--- src/rtl/txtea_pkg.sv ---
`timescale 1ns / 1ps
`default_nettype none

package txtea_pkg;

    localparam int ROUNDS        = 32;
    localparam int STAGE_CELLS   = 2 * ROUNDS;
    localparam int NUM_KEYS      = 3;
    localparam int NUM_CELLS     = NUM_KEYS * STAGE_CELLS;
    localparam int NUM_KEY_REGS  = 2 * NUM_KEYS;
    localparam int REG_IDX_W     = 3;
    localparam int ADDR_W        = 6;
    localparam int DATA_W        = 64;
    localparam int KEY_SEL_W     = 2;

    localparam logic [31:0] DELTA = 32'h9E37_79B9;

    typedef logic [31:0]          word_t;
    typedef logic [KEY_SEL_W-1:0] key_sel_t;
    typedef word_t [3:0]          key_words_t;
    typedef key_words_t [NUM_KEYS-1:0] key_set_t;

    // one block moving down the cell chain
    typedef struct packed {
        logic  valid;
        logic  op;
        word_t x;
        word_t y;
    } pipe_t;

    // fixed per-cell constants: half-round phase, keys and sums for both directions
    typedef struct packed {
        logic     half;
        key_sel_t enc_key;
        key_sel_t dec_key;
        word_t    enc_sum;
        word_t    dec_sum;
    } cell_cfg_t;

    function automatic word_t swap_bytes(input word_t w);
        return {w[7:0], w[15:8], w[23:16], w[31:24]};
    endfunction

    function automatic word_t mix(input word_t v, input word_t s, input word_t k);
        word_t t;
        t = (v << 4) ^ (v >> 5);
        return t + (s ^ v) + k;
    endfunction

    function automatic word_t delta_times(input int unsigned n);
        logic [63:0] p;
        p = 64'(DELTA) * 64'(n);
        return p[31:0];
    endfunction

    function automatic cell_cfg_t cell_cfg(input int unsigned c);
        cell_cfg_t   cfg;
        int unsigned g;
        int unsigned r;
        int unsigned h;
        g = c / STAGE_CELLS;
        r = (c % STAGE_CELLS) / 2;
        h = c % 2;
        cfg.half    = (h != 0);
        cfg.enc_key = KEY_SEL_W'(g);
        cfg.dec_key = KEY_SEL_W'(NUM_KEYS - 1 - g);
        cfg.enc_sum = (h != 0) ? delta_times(r + 1) : delta_times(r);
        cfg.dec_sum = (h != 0) ? delta_times(ROUNDS - r - 1) : delta_times(ROUNDS - r);
        return cfg;
    endfunction

endpackage

`default_nettype wire

--- src/rtl/txtea_regs.sv ---
`timescale 1ns / 1ps
`default_nettype none

module txtea_regs
    import txtea_pkg::*;
(
    input  wire logic              clk,
    input  wire logic              rst_n,
    input  wire logic              psel,
    input  wire logic              penable,
    input  wire logic              pwrite,
    input  wire logic [ADDR_W-1:0] paddr,
    input  wire logic [DATA_W-1:0] pwdata,
    output logic      [DATA_W-1:0] prdata,
    output logic                   pready,
    output key_set_t               keys
);

    logic [DATA_W-1:0]    key_reg [NUM_KEY_REGS];
    logic [REG_IDX_W-1:0] idx;
    logic                 idx_ok;
    logic                 wr_en;

    assign pready = 1'b1;
    assign idx    = paddr[ADDR_W-1:3];
    assign idx_ok = (32'(idx) < NUM_KEY_REGS);
    assign wr_en  = psel && penable && pwrite && idx_ok;

    always_ff @(posedge clk or negedge rst_n)
    begin
        if (!rst_n)
        begin
            for (int i = 0; i < NUM_KEY_REGS; i++)
            begin
                key_reg[i] <= '0;
            end
        end
        else if (wr_en)
        begin
            key_reg[idx] <= pwdata;
        end
    end

    always_comb
    begin
        prdata = idx_ok ? key_reg[idx] : '0;
    end

    // key words are byte-swapped once here, shared by all cells
    always_comb
    begin
        for (int k = 0; k < NUM_KEYS; k++)
        begin
            keys[k][0] = swap_bytes(key_reg[2*k][63:32]);
            keys[k][1] = swap_bytes(key_reg[2*k][31:0]);
            keys[k][2] = swap_bytes(key_reg[2*k+1][63:32]);
            keys[k][3] = swap_bytes(key_reg[2*k+1][31:0]);
        end
    end

endmodule

`default_nettype wire

--- config.mk ---
export PLATFORM = sky130hd
export DESIGN_NAME = txtea_regs
export DESIGN_NICKNAME = d
export VERILOG_FILES = /design/src/rtl/txtea_pkg.sv /design/src/rtl/txtea_regs.sv
export SDC_FILE = /design/constraint.sdc
export NUM_CORES = 1
export LEC_CHECK = 0
export ABC_AREA = 1
export BUFFER_PORTS_ARGS = -buffer_cell sky130_fd_sc_hd__buf_4
export CAP_MARGIN = 20
export CORE_AREA = 4 4 201 203
export DETAILED_ROUTE_END_ITERATION = 10
export DIE_AREA = 0 0 205 207
export HOLD_SLACK_MARGIN = 0.02
export PLACE_DENSITY_LB_ADDON = 0.15
export SLEW_MARGIN = 20
export SYNTH_ARGS = -nofsm -noshare
export SYNTH_HDL_FRONTEND = slang
export SYNTH_SLANG_ARGS = --single-unit
--- constraint.sdc ---
create_clock -name clk -period 2.35 [get_ports clk]
set_clock_uncertainty 0.2 [all_clocks]
set_input_delay 0.1175 -clock clk [delete_from_list [all_inputs] [get_ports clk]]
set_output_delay 0.1175 -clock clk [all_outputs]
set_load 0.01 [all_outputs]
# Word level (Yosys, flattened, before mapping)
# Cells that the tools add are included.
# totals
ff_bits,384
in_bits,75
out_inout_bits,449
wordCells,21
# op_classes
n_lt_le_gt_ge,3
n_mux,7
bitwise,1
reduce_logical,4
# op_table
operator,count
384-bit bitwise mux,1
64-bit two-way mux,4
64-bit binary-select mux with 3-bit select,1
64-bit demux with 3-bit select,1
"4-bit greater-or-equal comparator, second input constant",1
1-bit logical AND,4
"4-bit by 1-bit < comparator with 1-bit output, second input constant",1
3-bit NOT with 4-bit output,1
"3-bit < comparator, second input constant",1

# Longest topological paths before layout
# logic_depth
depth_word,6
depth_mapped,9
ltp_nobuf,7

# Least setup slack after synthesis
# Ideal clock, no wire load.
# synth_path
kind,input to output
start,input port paddr[3]
end,output port prdata[11]
t_arrival_ps,1069
required_time_ps,2033
slack_ps,964
stages,9
path_cell_list,buf_2 -> inv_2 -> buf_2 -> buf_1 -> nand2_1 -> nand3_1 -> nand2_1 -> inv_1 -> nand2_1
# synth_via
elab_chain_len,5
# synth_rtl
element,line_no,text
from (decl),txtea_regs.sv:12,"input wire logic [ADDR_W-1:0] paddr,"
3-bit NOT with 4-bit output (not written as such),txtea_regs.sv:46,prdata = idx_ok ? key_reg[idx] : '0;
64-bit binary-select mux with 3-bit select,txtea_regs.sv:46,
64-bit two-way mux (not written as such) (2 in a row),txtea_regs.sv:46,
64-bit two-way mux (*),txtea_regs.sv:46,
to (decl),txtea_regs.sv:14,"output logic [DATA_W-1:0] prdata,"
# Every way passes the cells marked *; elsewhere a longest branch is shown, timed or not. The select of a mux whose other input is x is not followed.

# Worst setup path after layout
# layout_path
start,input port paddr[3]
end,register key_reg (netlist bit keys[326])
# layout_via
elab_chain_len,6
# layout_rtl
element,line_no,text
3-bit NOT with 4-bit output (not written as such),txtea_regs.sv:40,key_reg[idx] <= pwdata;
4-bit greater-or-equal comparator (not written as such) or 4-bit by 1-bit < comparator with 1-bit output (tied branches),txtea_regs.sv:40,
1-bit logical AND (not written as such),txtea_regs.sv:40,
64-bit two-way mux (not written as such),txtea_regs.sv:40,
64-bit demux with 3-bit select,txtea_regs.sv:40,
384-bit bitwise mux,txtea_regs.sv:40,
"to (signal, indexed assignment)",txtea_regs.sv:40,
to (decl),txtea_regs.sv:19,logic [DATA_W-1:0] key_reg [NUM_KEY_REGS];
# Parallel ways exist; a longest one is shown, timed or not.
# A chain may end at the register's enable or synchronous reset.

==> flow_summary.json <==
{
  "status": "finished clean",
  "power.density_nw_per_um2": 841,
  "r2r_start": "keys[204]",
  "clock-sinks": 384,
  "routedWlPerCell_um": 19.0,
  "syn_inst": 2793,
  "cts_buffers": 43,
  "timing.slew.headroom_pct": 53.3,
  "synth_area_sq_um": 19300,
  "dieArea_sq_um": 42400,
  "ios": 524,
  "slowest_stage": "dlygate4sd3_1",
  "internal-power_mw": 14.5,
  "fin_crit_sh_pct": 91.2,
  "r2r_cells": 2,
  "cp_max_fo": 28,
  "first_iter_violations": 1512,
  "insertion_delay_ns": 0.56,
  "io_buffer_count": 519,
  "dr.pass1.iters": 7,
  "grt_usage_pct": 33.8,
  "arrival_ns": 2.45,
  "final_antenna_net_count": 0,
  "required_ns": 2.65,
  "power_frac_clock_pct": 29.8,
  "pwr-share-seq_pct": 41.4,
  "yosys_warnings": 0,
  "multi_input_area_sq_um": 7440,
  "tns_ns": 0,
  "nets": 3407,
  "initial_core_util_pct": 50.2,
  "leakage_nw": 15.0,
  "r2r-end": "keys[204]",
  "regArea_sq_um": 9610,
  "layout-drive-gt1-share_pct": 19.4,
  "fillers": 3175,
  "syn-num-nets": 2868,
  "rsz0062_at_grt": "no",
  "p_switching_mw": 7.29,
  "crit_top_cell": "nand2_1",
  "cts-root-buf": "clkbuf_16",
  "drc": 0,
  "cts_tree": "yes",
  "gp_congestion": 0.881,
  "max-cap-violations": 0,
  "holdBufCountCts": 71,
  "via_count": 20000,
  "hold-path-endpoint": "keys[194]",
  "largest_reg_flops": 384,
  "detailed_place_hpwl_mm": 47.1,
  "fin_crit_ns": 2.14,
  "worst_setup_path_start_kind": "primary input",
  "end_kind": "register",
  "switching_share_pct": 33.5,
  "hold_depth": 4,
  "h-tree-depth": 2,
  "mostFrequentLayoutCells": "1379 x nand2_1, 549 x buf_4, 431 x inv_1",
  "viasPerCell": 5.15,
  "grt_antenna_before_repair": 1,
  "critPathKind": "in -> reg",
  "hold_start": "penable",
  "fmax_mhz": 467,
  "pwr-share-comb_pct": 28.8,
  "post-cts-setup-buffer-count": 0,
  "areaGrowthSynthToFinish_pct": 33.8,
  "synth-seq-area-share_pct": 49.7,
  "grt_pass1_wl_mm": 112,
  "hold_class": "in -> reg",
  "cp_cell_sequence": "buf_6 -> dlygate4sd3_1 -> nand2_1 -> nor2_8 -> nand2_1 -> dlygate4sd3_1 -> nand2_1",
  "grt.overflow.total": 0,
  "worst_pin_slew_ns": 0.701,
  "fp.dieH_um": 207,
  "grt_max_degree": 98,
  "dpl-instance-area_sq_um": 23800,
  "rows": 72,
  "grt_pass1_vias": 19600,
  "ys_ff_latch": 384,
  "clk_path_buf_depth": 3,
  "maxSlewViolCount": 0,
  "irDropWorstVdd_mv": 0.597,
  "clk_pin_slew_ns": 0.06,
  "stdcell_area_sq_um": 25900,
  "die_w_um": 205,
  "wl_mm": 73.9,
  "r2r_slack_ns": 1.40,
  "final_hold_viol_count": 0,
  "ys_types": 22,
  "final_common_cell": "nand2_1",
  "cts_resized": 0,
  "cpPeakStageDelay_ns": 0.73,
  "fp.coreArea_sq_um": 38500,
  "avgSynthCellArea_sq_um": 6.92,
  "setup_viol": 0
}
logic make-up (layout without fill, tap and decap cells):
logic type / after synthesis / in the layout / synth area share, %
and+or+nand+nor: 1765 / 1765 / 36.4
DFF: 384 / 384 / 49.7
AOI/OAI and AO/OA: 64 / 64 / 1.66
other: 1 / 2 / 0.0194
buffers and inverters: 579 / 1146 / 12.2
cell type report:
type | instances | area share, %
Inverter | 435 | 6.34
Timing Repair Buffer | 638 | 20.1
Clock inverter | 7 | 0.145
Tap cell | 518 | 2.51
Antenna cell | 1 | 0.00967
Sequential cell | 384 | 37.2
Clock buffer | 66 | 5.01
Multi-Input combinational cell | 1830 | 28.7
critical path, delay by kind of cell:
family,cells,cell delay [ns]
buffers and inverters,3,1.61
and+or+nand+nor,4,0.71
power by group through the flow:
stage | combinational [mW] | clock (mW) | sequential (mW)
after floorplan | 2.08 | 0 | 9.45
after global routing | 6.88 | 6.82 | 9.16
after CTS | 6.30 | 6.56 | 8.98
after global placement | 6.02 | 0 | 9.02
after detailed placement | 6.15 | 0 | 9.07
final | 6.27 | 6.48 | 9.01
cells in the mapped netlist:
cell | number | area, sq um
nor2_8 | 1 | 20.0
inv_2 | 3 | 11.3
dfrtp_1 | 384 | 9610
nor2_2 | 3 | 18.8
clkbuf_1 | 45 | 169
nor2_1 | 147 | 552
inv_1 | 431 | 1620
buf_6 | 7 | 78.8
nand3_1 | 208 | 1040
nor3_2 | 1 | 10.0
buf_1 | 17 | 63.8
nor2_4 | 5 | 56.3
o21ai_0 | 29 | 145
o21ai_1 | 35 | 175
conb_1 | 1 | 3.75
nand3_4 | 1 | 17.5
buf_2 | 59 | 295
buf_4 | 16 | 120
nand2_1 | 1380 | 5180
nand4_1 | 14 | 87.6
nand3_2 | 5 | 50.1
inv_4 | 1 | 6.26
routing by layer:
metal	track usage (%)	share of wire, %
met3	7.90	9.7
met5	0	0
met4	18.2	5.8
met1	42.1	38
met2	54.8	47
how the worst max path moves through the flow:
stage | startpoint | endpoint | slack, ns | depth (start not counted)
final | paddr[3] | keys[326] | 0.21 | 7
after global placement | paddr[4] | keys[60] | 0.39 | 7
after floorplan | paddr[3] | prdata[11] | 0.96 | 9
after global routing | paddr[3] | keys[326] | 0.17 | 7
after CTS | pwrite | keys[326] | 0.30 | 7
after detailed placement | paddr[4] | keys[15] | 0.32 | 7
stage by stage:
step                power (mW)  hold WS (ns)  util [%]  cells  setup WS, ns
global route              22.9        0.0676      67.2   3879         0.174
finish                    21.8        0.0615      67.2   3879         0.207
global placement          15.0        -0.111      61.9   3734         0.389
CTS                       21.8        0.0396      67.2   3878         0.302
detailed placement        15.2        -0.109      61.9   3734         0.316
floorplan                 11.5        -0.378         -   2793         0.964
No activity file was read; power rests on OpenSTA's default activity.
