$ cat config.mk
export PLATFORM = sky130hd
export DESIGN_NAME = txtea_cell
export DESIGN_NICKNAME = d
export VERILOG_FILES = /design/src/rtl/txtea_pkg.sv /design/src/rtl/txtea_cell.sv
export SDC_FILE = /design/constraint.sdc
export NUM_CORES = 1
export LEC_CHECK = 0
export ABC_AREA = 1
export BUFFER_PORTS_ARGS = -buffer_cell sky130_fd_sc_hd__buf_2
export CAP_MARGIN = 20
export CORE_AREA = 10 10 220 222
export CTS_BUF_LIST = sky130_fd_sc_hd__clkbuf_4 sky130_fd_sc_hd__clkbuf_8
export DETAILED_ROUTE_END_ITERATION = 7
export DIE_AREA = 0 0 230 232
export GPL_TIMING_DRIVEN = 0
export PLACE_DENSITY = 0.6
export SLEW_MARGIN = 20
export SYNTH_ARGS = -nofsm -noshare
export SYNTH_HDL_FRONTEND = slang
export SYNTH_SLANG_ARGS = --single-unit
export TNS_END_PERCENT = 100
$ cat constraint.sdc
create_clock -name clk -period 0.8 [get_ports clk]
set_input_delay 0.08 -clock clk [delete_from_list [all_inputs] [get_ports clk]]
set_output_delay 0.08 -clock clk [all_outputs]
set_load 0.02 [all_outputs]
$ cat src/rtl/txtea_pkg.sv
`timescale 1ns / 1ps
`default_nettype none

package txtea_pkg;

    localparam int ROUNDS        = 32;
    localparam int STAGE_CELLS   = 2 * ROUNDS;
    localparam int NUM_KEYS      = 3;
    localparam int NUM_CELLS     = NUM_KEYS * STAGE_CELLS;
    localparam int NUM_KEY_REGS  = 2 * NUM_KEYS;
    localparam int REG_IDX_W     = 3;
    localparam int ADDR_W        = 6;
    localparam int DATA_W        = 64;
    localparam int KEY_SEL_W     = 2;

    localparam logic [31:0] DELTA = 32'h9E37_79B9;

    typedef logic [31:0]          word_t;
    typedef logic [KEY_SEL_W-1:0] key_sel_t;
    typedef word_t [3:0]          key_words_t;
    typedef key_words_t [NUM_KEYS-1:0] key_set_t;

    // one block moving down the cell chain
    typedef struct packed {
        logic  valid;
        logic  op;
        word_t x;
        word_t y;
    } pipe_t;

    // fixed per-cell constants: half-round phase, keys and sums for both directions
    typedef struct packed {
        logic     half;
        key_sel_t enc_key;
        key_sel_t dec_key;
        word_t    enc_sum;
        word_t    dec_sum;
    } cell_cfg_t;

    function automatic word_t swap_bytes(input word_t w);
        return {w[7:0], w[15:8], w[23:16], w[31:24]};
    endfunction

    function automatic word_t mix(input word_t v, input word_t s, input word_t k);
        word_t t;
        t = (v << 4) ^ (v >> 5);
        return t + (s ^ v) + k;
    endfunction

    function automatic word_t delta_times(input int unsigned n);
        logic [63:0] p;
        p = 64'(DELTA) * 64'(n);
        return p[31:0];
    endfunction

    function automatic cell_cfg_t cell_cfg(input int unsigned c);
        cell_cfg_t   cfg;
        int unsigned g;
        int unsigned r;
        int unsigned h;
        g = c / STAGE_CELLS;
        r = (c % STAGE_CELLS) / 2;
        h = c % 2;
        cfg.half    = (h != 0);
        cfg.enc_key = KEY_SEL_W'(g);
        cfg.dec_key = KEY_SEL_W'(NUM_KEYS - 1 - g);
        cfg.enc_sum = (h != 0) ? delta_times(r + 1) : delta_times(r);
        cfg.dec_sum = (h != 0) ? delta_times(ROUNDS - r - 1) : delta_times(ROUNDS - r);
        return cfg;
    endfunction

endpackage

`default_nettype wire

$ cat src/rtl/txtea_cell.sv
`timescale 1ns / 1ps
`default_nettype none

module txtea_cell
    import txtea_pkg::*;
(
    input  wire logic      clk,
    input  wire logic      rst_n,
    input  wire cell_cfg_t cfg,
    input  wire key_set_t  keys,
    input  wire pipe_t     pipe_in,
    output pipe_t          pipe_out
);

    logic       valid_reg;
    logic       op_reg;
    word_t      x_reg;
    word_t      y_reg;
    word_t      x_next;
    word_t      y_next;

    logic       upd_x;
    word_t      sum;
    key_sel_t   ksel;
    key_words_t kw;
    logic [1:0] kidx;
    word_t      v;
    word_t      w;
    word_t      m;
    word_t      nw;

    // x is updated on encrypt first half and decrypt second half
    always_comb
    begin
        upd_x  = (cfg.half == pipe_in.op);
        sum    = pipe_in.op ? cfg.dec_sum : cfg.enc_sum;
        ksel   = pipe_in.op ? cfg.dec_key : cfg.enc_key;
        kw     = keys[ksel];
        kidx   = upd_x ? sum[1:0] : sum[12:11];
        v      = upd_x ? pipe_in.y : pipe_in.x;
        w      = upd_x ? pipe_in.x : pipe_in.y;
        m      = mix(v, sum, kw[kidx]);
        nw     = pipe_in.op ? (w - m) : (w + m);
        x_next = upd_x ? nw : pipe_in.x;
        y_next = upd_x ? pipe_in.y : nw;
    end

    always_ff @(posedge clk or negedge rst_n)
    begin
        if (!rst_n)
        begin
            valid_reg <= 1'b0;
        end
        else
        begin
            valid_reg <= pipe_in.valid;
        end
    end

    always_ff @(posedge clk)
    begin
        op_reg <= pipe_in.op;
        x_reg  <= x_next;
        y_reg  <= y_next;
    end

    assign pipe_out = '{valid: valid_reg, op: op_reg, x: x_reg, y: y_reg};

endmodule

`default_nettype wire

Word level (Yosys, flattened, before mapping) --
Cells that the tools add are included.
Cells by class: bitwise operators 2, equality and inequality tests 1, mux-type cells 12, order comparisons 2, add/subtract/negate cells 4
Operator list (count):
- 128-bit binary-select mux with 2-bit select | 1
- 32-bit 2-to-1 mux | 7
- 128-bit 2-to-1 mux | 1
- 32-bit adder | 3
- 32-bit binary-select mux with 2-bit select | 1
- 32-bit subtractor | 1
- 32-bit by 27-bit bitwise XOR with 32-bit output | 1
- 32-bit bitwise XOR | 1
- 2-bit by 3-bit less-than comparator with 1-bit output (second input constant) | 2
- 2-bit 2-to-1 mux | 2
- 1-bit equality test | 1
Storage, ports and cells: word-level logic and storage cells 25, register bits after elaboration 66

Depth between registers and ports, before layout --
Gate-level depths: netlist of run 1.
depth after elaboration 9, gate-level depth with buffers 49, gate-level depth less buffers 46

Least setup slack after synthesis of run 1 --
No wires, ideal clock.
path kind input to register, start point input port pipe_in[64] (netlist bit), end point register x_reg[31], arrival time 5.636 ns, library setup time 0.115 ns, stages on the path 39, path buffers 4, setup slack -4.951 ns, path through buf_4 o21ai_0 o21ai_2 inv_2 buf_2 buf_2 buf_2 a31oi_1 o21ai_0 nand2_1 fa_1 ha_1 inv_1 fa_1 inv_2 nand2_1 nand2_1 nand3_1 [... 3 more ...] nor2_4 nand3_2 nor2_2 nand2_2 o21ai_4 nand3_2 xor2_1 ha_1 a21oi_1 inv_1 a21oi_1 nor2_1 nor2_1 nand3_1 a31oi_1 nand3_1 nand3_1 nand2_1
On the way: word-level cells in the longest chain between the ends 9
Ends and longest elaborated chain:
- start, declared | RTL line txtea_cell.sv:11 | input wire pipe_t pipe_in,
- branches (longest 8 deep; another with 32-bit adder)
- 32-bit 2-to-1 mux * | RTL line txtea_cell.sv:44 | x_next = upd_x ? nw : pipe_in.x;
- via x_next[31] | RTL line txtea_cell.sv:19 | word_t x_next;
- end signal, assigned | RTL line txtea_cell.sv:63 | x_reg <= x_next;
- end, declared | RTL line txtea_cell.sv:17 | word_t x_reg;
Mark *: on every way through the listed nets, which the timed path passes. The select of a mux whose other input is x is not followed.

Worst setup path after layout of run 1 --
start point input port pipe_in[64] (netlist bit), end point register x_reg[30]
The elaborated chain is that of the path after synthesis.

==> impl_metrics.ini, run 1 <==
[placed_design]
dp_slack_ns = -6.72
place_hpwl_um = 74400
place_congestion = 1.00
post-place-cells = 3504
portBuffers = 586
post_dp_cell_area_um2 = 16900

[worst_setup_path]
crit_arrival_ns = 5.99
max_stage_delay_ns = 0.54
crit_fanout = 7
critical-path-top-delay-family = simple AND/OR/NAND/NOR gates
required_ns = 1.02
start_kind = primary input
end_kind = flip-flop
path_buf_inv = 9
worstSetupPathType = in -> reg
crit_end = x_reg[30]
crit_slowest_cell = fa_1
cp_common_cell = nand2_2
startpoint = pipe_in[64]
cp.depth = 44

[layout]
stdcell_count = 3662
area_growth_pct = 66.1
drive_above_1_share_pct = 42.0
fin_area_um2 = 21200
final_nets = 3650

[routing]
wirelength_um = 88000
vias = 18627
top_layer_used = met5
drc_errors = 0
wl_per_cell_um = 24.0
antenna_left = 0
routed-wl-met2_um = 42100
wl_met1_um = 34600
wl_met3_um = 7450
drt_iter0_markers = 1620
drt_first_pass_iters = 8
via_per_inst = 5.09

[power_and_ir_drop]
ir_drop_v = 0.00294
p_leak_nw = 10.9
p_per_area_nw_per_um2 = 4920

[grt]
first_global_vias = 18513
overflow = 0
grt_pass1_wl_um = 123000
grt_max_degree = 11
grtUsageTotal_pct = 31.0
antenna_found_initial = 47

[die]
dieArea_um2 = 53400
pin_count = 587
initial_core_util_pct = 29.1
die_y_um = 232
coreArea_um2 = 43900
rows = 77
die_w_um = 230

[synth]
yosysTopAreaCell = nand2_1
synthMuxAreaShare_pct = 1.49
synth_ff_type = dfxtp_1
synthXorXnorAreaFrac_pct = 7.12
synth-seq-cells = 66
synth_top_family_by_area = simple AND/OR/NAND/NOR gates
syn-cell-area_um2 = 12800
synth_cells = 2326
synth_compound_area_share_pct = 17.6
synth_commonest_cells = 869 x nand2_1, 260 x inv_1, 223 x o21ai_0
ys_seq_area_share_pct = 10.4
synth.net_count = 2945
synth_edf_count = 0
yosys.area_share.simple_pct = 40.5
synthAdderAreaFrac_pct = 11.5
syn_area_per_cell_um2 = 5.49
synth_top_area_share_pct = 25.5
synth_area_leaders = nand2_1 26%, dfxtp_1 10%, o21ai_0 8.7%
ys_types = 53
yosysMostFrequentCell = nand2_1
yosysWarnings = 0
async_reset_ff_share_pct = 1.52

[cts]
root_buffer = clkbuf_8
clock_path_buffers = 2
cts_hold_buf = 9
clock-sinks = 66
clkTransAtPathRegs_ns = 0.07
cts_inserted_buffers = 9
cts_tree = built
ctsHtreeMaxLevel = 3

[timing]
setup_viol = 130
min_period_over_period_pct = 721
timing.fmax_ghz = 0.173
hold_viol = 35
setup_slack_ns = -4.97
worst_pin_slew_ns = 0.962
final.setup.tns_ns = -278.29
slew_viol_final = 0
max_slew_margin_pct = 35.9
final.hold.worst_slack_ns = -0.167
fin_crit_ns = 5.77
rsz0062_at_grt = true

[status]
status = finished, violations left
violations = hold timing, setup timing

[flow_run]
max_cap_viol_count = 0

[min_path]
worstHoldPathType = in -> reg
## placed cells by master, fill, tap and decap left out, types with 25 or more instances in the layout
master,n
dfxtp_2,64
buf_4,82
nand2_2,87
ha_4,35
o21ai_0,131
buf_2,526
nand2_1,777
xor2_1,48
inv_1,240
diode_2,35
nor2_1,137
a31oi_1,39
nand3_2,26
nand3_1,118
fa_1,31
a21oi_1,25
o21ai_1,63
xnor2_1,29
o21ai_2,30
buf_6,92
## repair_timing
action	CTS	global route
endpoints found under the hold margin	62	21
buffers inserted	66	30
resized for setup	594	274
pin swaps	113	88
endpoints found under the setup margin	130	130
cloned	3	2
## power by group
group / internal [mW] / total [mW] / leakage [nW] / switching, mW
sequential: 5.59 / 6.33 / 0.564 / 0.744
clock: 1.57 / 2.82 / 0.103 / 1.26
combinational: 40.4 / 95.3 / 10.3 / 54.9
## layer usage
metal / GRT usage [%] / up-vias
met4: 13.7 / 12
met2: 52.9 / 934
li1: - / 8907
met5: 0 / -
met1: 36.7 / 8585
met3: 6.65 / 189
## area by class of cell
class / count / area (um^2)
multi-input cells: 1885 / 12400
flip-flops and latches: 66 / 1410
diodes: 35 / 87.6
inverters: 269 / 1030
clock buffers: 12 / 153
plain buffers: 104 / 977
repair buffers: 696 / 4400
well taps: 592 / 741
fillers: 4745 / 22700
clock inverters: 3 / 40.0
## how the worst min path moves through the flow
stage,from,endpoint,slack [ns],cells after the start
2_1_floorplan,rst_n,valid_reg,-0.22,0
3_3_place_gp,rst_n,valid_reg,-0.14,1
3_5_place_dp,rst_n,valid_reg,-0.14,1
4_1_cts,pipe_in[64],op_reg,-0.19,1
5_1_grt,pipe_in[64],op_reg,-0.17,1
6_report,pipe_in[64],op_reg,-0.17,1
## kinds of logic after synthesis
group,after synthesis
simple gates,1261
compound gates,404
buf+inv,375
xor+xnor,103
fa+ha+maj,98
flops,66
mux,19
## stage by stage
stage,utilization [%],power (mW),hold WS (ns)
after CTS,45.5,91.8,-0.191
after global placement,38.6,69.0,-0.144
final,48.3,104,-0.167
after floorplan,-,52.1,-0.216
after global routing,48.2,112,-0.173
after detailed placement,38.6,69.0,-0.143
Power figures use the tool's default switching activity.
==> inputs of run 2 (changes only) <==
SETUP_SLACK_MARGIN = 0.15   (was unset)
==> run 2 against run 1 <==
The run still ends with hold timing, setup timing left. Hold slack got worse by 0.0014 ns. Via count about the same. Sequential share of layout area hardly changed. Routed wire length decreased by 0.35%. Power shrank 0.53%. Sequential power about the same. Final cell count fell by 0.19%. Combinational power is 0.6% lower. Non-clock buffer count fell by 9. Flip-flop and latch count did not move. Utilization decreased by 0.32 points. Die area unchanged.
==> impl_metrics.ini, run 2 (synthesized netlist as in run 1, its figures left out) <==
[status]
status = finished, violations left
violations = hold timing, setup timing

[power_and_ir_drop]
p_per_area_nw_per_um2 = 4930
p_leak_nw = 10.8
ir_drop_v = 0.00305
fin_total_pwr_mw = 104

[worst_setup_path]
end_kind = flip-flop
crit_fanout = 8
start_kind = primary input
critical-path-top-delay-family = simple AND/OR/NAND/NOR gates
required_ns = 1.02
cp_common_cell = nand2_2
crit_slowest_cell = fa_1
max_stage_delay_ns = 0.54
worstSetupPathType = in -> reg
path_buf_inv = 9
crit_arrival_ns = 5.99

[layout]
mostFrequentLayoutCells = 777 x nand2_1, 524 x buf_2, 240 x inv_1
layout_commonest_cell = nand2_1
area_growth_pct = 65.0
final_nets = 3641
fill_cells = 4760
drive_above_1_share_pct = 41.6
fin_area_um2 = 21100

[timing]
hold_viol = 35
setup_slack_ns = -4.97
final.hold.worst_slack_ns = -0.169
timing.fmax_ghz = 0.173
min_period_over_period_pct = 721
fin_crit_ns = 5.77
slew_viol_final = 0
worst_pin_slew_ns = 0.997
rsz0062_at_grt = true
max_slew_margin_pct = 33.6
final.setup.tns_ns = -276.99
setup_viol = 130

[min_path]
min_from = pipe_in[64]
min_to = op_reg
worstHoldPathCells = 1
worstHoldPathType = in -> reg

[cts]
cts_hold_buf = 8
ctsHtreeMaxLevel = 3
clock_path_buffers = 2
cts_tree = built
clock-sinks = 66
root_buffer = clkbuf_8
cts_inserted_buffers = 9
clkTransAtPathRegs_ns = 0.07

[routing]
wl_per_cell_um = 24.0
wirelength_um = 87700
drt_first_pass_iters = 6
vias = 18634
via_per_inst = 5.10
drc_errors = 0
antenna_left = 0
drt_iter0_markers = 1527

[grt]
overflow = 0
grt_max_degree = 11
first_global_vias = 18502
grtUsageTotal_pct = 31.0
antenna_found_initial = 47
grt_pass1_wl_um = 123000

[placed_design]
post_dp_cell_area_um2 = 16900
place_hpwl_um = 74400
portBuffers = 586
place_congestion = 1.00

[die]
rows = 77
dieArea_um2 = 53400
initial_core_util_pct = 29.1
coreArea_um2 = 43900
die_y_um = 232
pin_count = 587
die_w_um = 230

[flow_run]
max_cap_viol_count = 0
[run 2: changes by cell type in the layout (fill, tap and decap cells not counted), sizes merged]
cell	change
buf	-8
dlygate4sd3	-2
diode	+2
clkbuf	+1
[run 2: repair_timing]
action	4_1_cts	5_1_grt
resized for setup	594	257
pin swaps	113	76
setup endpoints to repair	130	131
hold endpoints to repair	62	22
buffers inserted	66	22
cloned	3	1
[run 2: power by group]
group	switching [mW]	internal (mW)
Sequential	0.745	5.59
Clock	1.27	1.57
Combinational	54.6	40.1
Total	56.6	47.3
[run 2: stage by stage]
step,util (%),worst slack [ns],hold slack [ns],instances
after floorplan,-,-4.43,-0.216,2326
after global placement,38.6,-6.79,-0.144,3504
after detailed placement,38.6,-6.72,-0.143,3504
after CTS,45.4,-4.81,-0.191,3596
after global routing,47.9,-5.24,-0.172,3643
final,48.0,-4.97,-0.169,3655
[run 2: worst max-delay path by stage]
stage | from | end | slack [ns] | depth (start not counted)
floorplan | pipe_in[64] | x_reg[31] | -4.43 | 43
global placement | pipe_in[64] | x_reg[31] | -6.79 | 40
detailed placement | pipe_in[64] | x_reg[25] | -6.72 | 39
CTS | pipe_in[64] | x_reg[31] | -4.81 | 45
global route | pipe_in[64] | y_reg[31] | -5.24 | 47
finish | pipe_in[64] | x_reg[30] | -4.97 | 45
[run 2: layout make-up]
| class | count | area [um^2] | area share (%) |
|---|---|---|---|
| clock buffer | 12 | 153 | 0.724 |
| antenna | 37 | 92.6 | 0.439 |
| inverter | 269 | 1030 | 4.90 |
| clock inverter | 3 | 40.0 | 0.190 |
| sequential | 66 | 1410 | 6.67 |
| buffer | 106 | 975 | 4.62 |
| timing repair buffer | 685 | 4330 | 20.5 |
| tap | 592 | 741 | 3.51 |
| multi-input combinational | 1885 | 12300 | 58.4 |
[run 2: metal layers]
layer / global-route usage [%] / vias to the layer above / routed length, um / part of all wire (%)
met5: 0 / - / 69 / 0.079
met4: 13.7 / 12 / 3800 / 4.3
met3: 6.65 / 173 / 7390 / 8.4
met2: 52.9 / 952 / 41900 / 48
met1: 36.7 / 8606 / 34600 / 39
li1: - / 8891 / - / -
